<file path="src/hw/rtl/hmls_pkg.sv">
// Package for the health monitor / LED sequencer: item structs, op codes,
// configuration register indexes and constants.
// Depends on nothing; used by health_monitor_led_sequencer.
`default_nettype none

package hmls_pkg;

    // Widths of the item fields
    localparam int unsigned OP_W      = 3;
    localparam int unsigned PAT_W     = 32;
    localparam int unsigned POS_W     = 5;
    localparam int unsigned VOLT_W    = 16;
    localparam int unsigned CFG_IDX_W = 2;
    localparam int unsigned CFG_W     = 32;

    // Voltage minimum starts at full scale so the first sample replaces it
    localparam logic [VOLT_W-1:0] VOLT_FULL = 16'hFFFF;
    // Last bit position of the blink pattern
    localparam logic [POS_W-1:0] POS_LAST = 5'd31;

    // Op codes carried in the op field
    typedef enum logic [OP_W-1:0] {
        OP_TICK        = 3'd0,
        OP_SET_PATTERN = 3'd1,
        OP_RAISE_ERROR = 3'd2,
        OP_CLEAR_ERROR = 3'd3,
        OP_SET_ENABLE  = 3'd4
    } op_t;

    // Configuration register indexes
    typedef enum logic [CFG_IDX_W-1:0] {
        CFG_OK_PATTERN       = 2'd0,
        CFG_ERROR_PATTERN    = 2'd1,
        CFG_OVERLOAD_PATTERN = 2'd2,
        CFG_OVERCURRENT_BIT  = 2'd3
    } cfg_index_t;

    // Input item
    typedef struct packed {
        logic [OP_W-1:0]   op;
        logic              overcurrent;
        logic [VOLT_W-1:0] voltage_sample;
        logic              card_switch;
        logic              mount_ok;
        logic [PAT_W-1:0]  pattern_value;
        logic [POS_W-1:0]  error_index;
        logic              enable;
    } in_item_t;

    // Result item
    typedef struct packed {
        logic              led_one;
        logic              led_two;
        logic [VOLT_W-1:0] voltage_now;
        logic [VOLT_W-1:0] voltage_low;
        logic [VOLT_W-1:0] voltage_high;
        logic [PAT_W-1:0]  error_bits;
        logic              card_ejected;
        logic              card_inserted;
    } out_item_t;

endpackage

`default_nettype wire

</file>
<file path="src/hw/rtl/health_monitor_led_sequencer.sv">
// Health monitor and LED sequencer top level; depends on hmls_pkg.
// The result of an accepted item is registered, in the output register or else in the skid entry.
// Throughput: one item per cycle, the update being one pass of compares and bit
// selects into the result register; a skid entry holds one result during a stall, and
// with both entries full the input stalls until the skid entry drains.
// Reset (rst_n low, async): blinker on, voltage min at full scale, payload kept, rest 0.
`default_nettype none

module health_monitor_led_sequencer (
    input  wire logic                               clk,
    input  wire logic                               rst_n,
    // Item input channel
    input  wire logic                               in_valid,
    output      logic                               in_stall,
    input  wire hmls_pkg::in_item_t                 in_item,
    // Result channel
    output      logic                               out_valid,
    input  wire logic                               out_stall,
    output      hmls_pkg::out_item_t                out_item,
    // Configuration write port
    input  wire logic                               cfg_write,
    input  wire logic [hmls_pkg::CFG_IDX_W-1:0]     cfg_index,
    input  wire logic [hmls_pkg::CFG_W-1:0]         cfg_data
);
    import hmls_pkg::*;

    // Configuration registers
    logic [PAT_W-1:0] ok_pattern_reg;
    logic [PAT_W-1:0] error_pattern_reg;
    logic [PAT_W-1:0] overload_pattern_reg;
    logic [POS_W-1:0] oc_bit_reg;

    // Monitor state
    logic [PAT_W-1:0]  blink_pattern_reg, blink_pattern_next;
    logic [POS_W-1:0]  bit_position_reg,  bit_position_next;
    logic              repeat_reg,        repeat_next;
    logic              blinker_on_reg,    blinker_on_next;
    logic [1:0]        led_reg,           led_next;
    logic [VOLT_W-1:0] volt_last_reg,     volt_last_next;
    logic [VOLT_W-1:0] volt_min_reg,      volt_min_next;
    logic [VOLT_W-1:0] volt_max_reg,      volt_max_next;
    logic [PAT_W-1:0]  error_flags_reg,   error_flags_next;
    logic              switch_prev_reg,   switch_prev_next;
    logic              ejected_next;
    logic              inserted_next;

    // Result buffer
    logic      out_valid_reg;
    logic      skid_valid_reg;
    out_item_t out_item_reg;
    out_item_t skid_item_reg;
    out_item_t result;

    logic in_accept;
    logic out_take;

    // Tick scratch values
    logic [PAT_W-1:0] pat_oc;
    logic             rep_oc;
    logic [POS_W-1:0] pos_oc;
    logic [POS_W-1:0] pos_plus1;
    logic [POS_W:0]   pos_plus2;

    assign in_accept = in_valid && !in_stall;
    assign out_take  = out_valid_reg && !out_stall;
    assign in_stall  = skid_valid_reg;
    assign out_valid = out_valid_reg;
    assign out_item  = out_item_reg;

    // Configuration writes
    always_ff @(posedge clk or negedge rst_n)
    begin
        if (!rst_n)
        begin
            ok_pattern_reg       <= '0;
            error_pattern_reg    <= '0;
            overload_pattern_reg <= '0;
            oc_bit_reg           <= '0;
        end
        else if (cfg_write)
        begin
            case (cfg_index)
                CFG_OK_PATTERN:       ok_pattern_reg       <= cfg_data;
                CFG_ERROR_PATTERN:    error_pattern_reg    <= cfg_data;
                CFG_OVERLOAD_PATTERN: overload_pattern_reg <= cfg_data;
                CFG_OVERCURRENT_BIT:  oc_bit_reg           <= cfg_data[POS_W-1:0];
                default:              ;
            endcase
        end
    end

    // Next state for one item
    always_comb
    begin
        blink_pattern_next = blink_pattern_reg;
        bit_position_next  = bit_position_reg;
        repeat_next        = repeat_reg;
        blinker_on_next    = blinker_on_reg;
        led_next           = led_reg;
        volt_last_next     = volt_last_reg;
        volt_min_next      = volt_min_reg;
        volt_max_next      = volt_max_reg;
        error_flags_next   = error_flags_reg;
        switch_prev_next   = switch_prev_reg;
        ejected_next       = 1'b0;
        inserted_next      = 1'b0;

        // Overcurrent loads the overload pattern, no repeat, position zero
        pat_oc = in_item.overcurrent ? overload_pattern_reg : blink_pattern_reg;
        rep_oc = in_item.overcurrent ? 1'b0 : repeat_reg;
        pos_oc = in_item.overcurrent ? '0 : bit_position_reg;

        // LEDs use the position held at the start of the tick
        pos_plus1 = bit_position_reg + POS_W'(1);
        pos_plus2 = {1'b0, bit_position_reg} + (POS_W+1)'(2);

        case (in_item.op)
            OP_TICK:
            begin
                if (in_item.overcurrent)
                begin
                    error_flags_next = error_flags_reg | (PAT_W'(1) << oc_bit_reg);
                end
                blink_pattern_next = pat_oc;
                repeat_next        = rep_oc;
                bit_position_next  = pos_oc;

                if (blinker_on_reg)
                begin
                    led_next = {pat_oc[pos_plus1], pat_oc[bit_position_reg]};
                    // Wrap past the last bit: back to zero, OK pattern unless repeating
                    if (pos_plus2 > {1'b0, POS_LAST})
                    begin
                        bit_position_next = '0;
                        if (!rep_oc)
                        begin
                            blink_pattern_next = ok_pattern_reg;
                        end
                    end
                    else
                    begin
                        bit_position_next = pos_plus2[POS_W-1:0];
                    end
                end

                // Voltage tracking
                volt_last_next = in_item.voltage_sample;
                if (in_item.voltage_sample > volt_max_reg)
                begin
                    volt_max_next = in_item.voltage_sample;
                end
                if (in_item.voltage_sample < volt_min_reg)
                begin
                    volt_min_next = in_item.voltage_sample;
                end

                // Card switch edges; a failed mount on insert shows overload
                if (in_item.card_switch && !switch_prev_reg)
                begin
                    ejected_next = 1'b1;
                end
                else if (!in_item.card_switch && switch_prev_reg)
                begin
                    inserted_next = 1'b1;
                    if (!in_item.mount_ok)
                    begin
                        bit_position_next  = '0;
                        blink_pattern_next = overload_pattern_reg;
                    end
                end
                switch_prev_next = in_item.card_switch;
            end
            OP_SET_PATTERN:
            begin
                blink_pattern_next = in_item.pattern_value;
                bit_position_next  = '0;
            end
            OP_RAISE_ERROR:
            begin
                error_flags_next   = error_flags_reg | (PAT_W'(1) << in_item.error_index);
                repeat_next        = 1'b1;
                blink_pattern_next = error_pattern_reg;
                bit_position_next  = '0;
            end
            OP_CLEAR_ERROR:
            begin
                error_flags_next = '0;
            end
            OP_SET_ENABLE:
            begin
                blinker_on_next = in_item.enable;
            end
            default:
            begin
            end
        endcase
    end

    // Result from the state after this item
    always_comb
    begin
        result.led_one       = led_next[0];
        result.led_two       = led_next[1];
        result.voltage_now   = volt_last_next;
        result.voltage_low   = volt_min_next;
        result.voltage_high  = volt_max_next;
        result.error_bits    = error_flags_next;
        result.card_ejected  = ejected_next;
        result.card_inserted = inserted_next;
    end

    // State registers, updated on each accepted item
    always_ff @(posedge clk or negedge rst_n)
    begin
        if (!rst_n)
        begin
            blink_pattern_reg <= '0;
            bit_position_reg  <= '0;
            repeat_reg        <= 1'b0;
            blinker_on_reg    <= 1'b1;
            led_reg           <= '0;
            volt_last_reg     <= '0;
            volt_min_reg      <= VOLT_FULL;
            volt_max_reg      <= '0;
            error_flags_reg   <= '0;
            switch_prev_reg   <= 1'b0;
        end
        else if (in_accept)
        begin
            blink_pattern_reg <= blink_pattern_next;
            bit_position_reg  <= bit_position_next;
            repeat_reg        <= repeat_next;
            blinker_on_reg    <= blinker_on_next;
            led_reg           <= led_next;
            volt_last_reg     <= volt_last_next;
            volt_min_reg      <= volt_min_next;
            volt_max_reg      <= volt_max_next;
            error_flags_reg   <= error_flags_next;
            switch_prev_reg   <= switch_prev_next;
        end
    end

    // Result buffer control: skid drains first, new item fills the free slot
    always_ff @(posedge clk or negedge rst_n)
    begin
        if (!rst_n)
        begin
            out_valid_reg  <= 1'b0;
            skid_valid_reg <= 1'b0;
        end
        else if (skid_valid_reg)
        begin
            if (out_take)
            begin
                skid_valid_reg <= 1'b0;
            end
        end
        else if (in_accept)
        begin
            if (out_valid_reg && !out_take)
            begin
                skid_valid_reg <= 1'b1;
            end
            else
            begin
                out_valid_reg <= 1'b1;
            end
        end
        else if (out_take)
        begin
            out_valid_reg <= 1'b0;
        end
    end

    // Result buffer payload
    always_ff @(posedge clk)
    begin
        if (skid_valid_reg)
        begin
            if (out_take)
            begin
                out_item_reg <= skid_item_reg;
            end
        end
        else if (in_accept)
        begin
            if (out_valid_reg && !out_take)
            begin
                skid_item_reg <= result;
            end
            else
            begin
                out_item_reg <= result;
            end
        end
    end

endmodule

`default_nettype wire

</file>
<file path="config.mk">
export PLATFORM = sky130hd
export DESIGN_NAME = health_monitor_led_sequencer
export DESIGN_NICKNAME = d
export VERILOG_FILES = /design/src/hw/rtl/hmls_pkg.sv /design/src/hw/rtl/health_monitor_led_sequencer.sv
export SDC_FILE = /design/constraint.sdc
export NUM_CORES = 1
export LEC_CHECK = 0
export BUFFER_PORTS_ARGS = -buffer_cell sky130_fd_sc_hd__buf_2
export CELL_PAD_IN_SITES_DETAIL_PLACEMENT = 1
export CELL_PAD_IN_SITES_GLOBAL_PLACEMENT = 1
export CORE_MARGIN = 1.5
export CORE_UTILIZATION = 52
export CTS_CLUSTER_SIZE = 16
export DETAILED_ROUTE_END_ITERATION = 6
export PLACE_DENSITY_LB_ADDON = 0.05
export SYNTH_ARGS = -nofsm -noshare
export SYNTH_HDL_FRONTEND = slang
export SYNTH_SLANG_ARGS = --single-unit
</file>
<file path="constraint.sdc">
create_clock -name clk -period 12 [get_ports clk]
set_input_delay 1.8 -clock clk [delete_from_list [all_inputs] [get_ports clk]]
set_output_delay 1.8 -clock clk [all_outputs]
set_load 0.03 [all_outputs]
</file>
==> run metrics <==
outcome finished clean; Area Growth Syn to Fin 14.3%; I/O Pins 185; Worst Path Required around 12 ns; CTS resizes 0; Final Cell Area 0.0222 sq mm; PD cells between 200 and 250 mW/mm^2; most common cell after layout, fill and taps aside dfrtp_1; per-cell routed wire length 23.4 microns; Final Max Tran Viols 0; share of cells above drive strength 1 between 20% and 30%; setup TNS 0 ns; Initial DRT Pass Iterations 7; first-pass GRT wire length around 83 mm; Int Pwr ~0.0035 W; clk_lat worst skew 0.57 ns; VDD IR max 119 uV; Clock Skews 0.0211 ns; Remaining Overflow, GRT 0; # hold bufs at CTS 0; final net count 1869; Setup WS pre-CTS 6.76 ns; Async S/R FF share, synth 57.3%; Die X-Extent 196 microns; FF+latch count, synth roughly 390; full die area just under 0.04 sq mm; drt drc 0; Max-Cap Viols 0; Critical Path Source Type input pin; initial antenna violation count 1; core area 0.0367 sq mm; # Post-CTS Setup Buffers 0; Fin. Hold Viols 0; Worst Max-Slew Pin Slew ~1.2 ns; CP arrival 5.01 ns; Synth Flop Type dfrtp_1; setup ws final 7.30 ns; clock-pin transition on the worst setup and hold timing paths 0.06 ns; LEAKAGE 9.37 nW; WL final 52.3 mm; Slew HR ~17%; HPWL after detailed placement between 30 and 40 mm; Setup CP Type in2reg; part of the power in registers 42.0%; Port Buffer Count about 180; commonest cells after routing, fill and taps aside 207 x dfrtp_1, 191 x nand2_1, 182 x buf_2; Max Clk Rate 0.213 GHz; mean area per synthesized cell 12.2 sq um; clk sinks between 300 and 400; switching part of the total 36.0%; Fin Hold WS 0.479 ns; clk buf depth 3; H-tree depth 2; DIE HEIGHT 196 microns; Synthesized Nets 1727; # rows 70; via count 13859; CTS tree built; CP endpoint kind flop; GP Congestion ~0.79; Comb pwr share ~33%; Via-to-Cell Ratio 6.19; Final ANT Viol Nets 0; total power 0.00548 W; CTS root buf clkbuf_16; Clock power frac 24.8%; final setup violation count 0; largest net degree at the start of global routing 85; final worst path period share 39.2%; initial DRC count 924; Mapped Cells between 1500 and 2000; register area share after synthesis between 50 and 60%; R2R setup slack 8.30 ns; CTS Buf Count 42; synthesized cell area around 0.019 sq mm; Starting Density between 50% and 60%; RSZ-0062 raised after global routing no; Yosys cell types 58; vias in the first global route 14589; Post-synth EDFFs between 150 and 200; placed cell area 0.0208 sq mm; yosys warns 0; gr usage total 27.7%; worst-path maximum fanout 34; worst min path class reg2reg; Period minus WS final 4.70 ns; switching pwr 0.00197 W
-- metal layers --
layer	routed length [microns]	vias to the layer above	track usage, %	share of wire, %
met2	25900	341	46.5	50
met5	13	-	0	0.025
met4	1100	2	8.72	2.1
met3	2370	76	3.95	4.5
li1	-	6270	-	-
met1	22900	7170	37.5	44
-- stage by stage --
step | cells | util (%)
2_1_floorplan | 1595 | -
3_3_place_gp | 2161 | 56.7
3_5_place_dp | 2161 | 56.7
4_1_cts | 2239 | 60.6
5_1_grt | 2239 | 60.6
6_report | 2240 | 60.6
-- worst max-delay path, cell delays in order --
cell and delay (ns):
buf_2 0.18, ha_1 0.35, and3_1 0.17, nand3_1 0.16
nor4_1 0.29, or3_1 0.98, a21o_1 0.66, mux2_1 0.40
-- cell usage after synthesis (all sizes together), types with 5 or more instances --
cell / instances / area share [%]
or2: 5 / 0.16
nand3b: 7 / 0.27
a22oi: 19 / 0.73
nand4: 5 / 0.16
a21oi: 67 / 1.7
mux4: 35 / 4.0
clkbuf: 86 / 1.7
nor2: 49 / 0.94
buf: 28 / 0.69
edfxtp: 168 / 26
inv: 33 / 0.64
o21a: 6 / 0.23
nand3: 47 / 1.2
a222oi: 31 / 1.6
nand2b: 14 / 0.45
mux2i: 34 / 1.7
nor3: 7 / 0.21
dfstp: 17 / 2.3
mux2: 231 / 13
ha: 33 / 2.1
o211ai: 31 / 1.2
nor3b: 19 / 0.73
a21o: 40 / 1.5
nand2: 192 / 3.7
a31oi: 19 / 0.61
o221ai: 12 / 0.54
dfrtp: 208 / 27
nor2b: 25 / 0.80
o21ai: 78 / 2.0
-- power groups by stage --
stage,Clock [W],Sequential [W],Combinational (W)
2_1_floorplan,0,0.00249,0.00106
3_3_place_gp,0,0.00229,0.00174
3_5_place_dp,0,0.00232,0.00181
4_1_cts,0.00138,0.00230,0.00183
5_1_grt,0.00142,0.00236,0.00198
6_report,0.00136,0.00230,0.00182
-- final timing paths --
check                                               startpoint                             end  cells past startpoint
worst max register to register    volt_max_reg[12]$_DFFE_PN0P_     skid_item_reg[47]$_DFFE_PP_                      8
max in group asynchronous                                rst_n              in_stall$_DFF_PN0_                      3
worst min-delay path            error_flags_reg[8]$_DFFE_PN0P_  error_flags_reg[8]$_DFFE_PN0P_                      2
worst min register to register  error_flags_reg[8]$_DFFE_PN0P_  error_flags_reg[8]$_DFFE_PN0P_                      2
worst max-delay path                               in_item[49]     skid_item_reg[47]$_DFFE_PP_                      8
min in group asynchronous                                rst_n  ok_pattern_reg[25]$_DFFE_PN0P_                      1
-- logic make-up after synthesis --
logic type               after synthesis  synth area share, %
AO/OA/AOI/OAI                        329                 11.3
XOR/XNOR                               4                0.180
adder cells (fa/ha/maj)               33                 2.12
buffers and inverters                147                 2.99
flip-flops                           393                 54.9
multiplexers                         300                 19.2
AND/OR/NAND/NOR                      389                 9.31
-- layout make-up --
cell class / instances / area, sq um
flip-flops and latches: 393 / 10700
clock inverters: 21 / 244
well taps: 468 / 586
inverters: 33 / 124
fillers: 3716 / 14500
multi-input cells: 1055 / 8250
repair buffers: 212 / 1140
clock buffers: 57 / 1190
diodes: 1 / 2.50
Note: power is estimated with default switching activity, not from simulation.
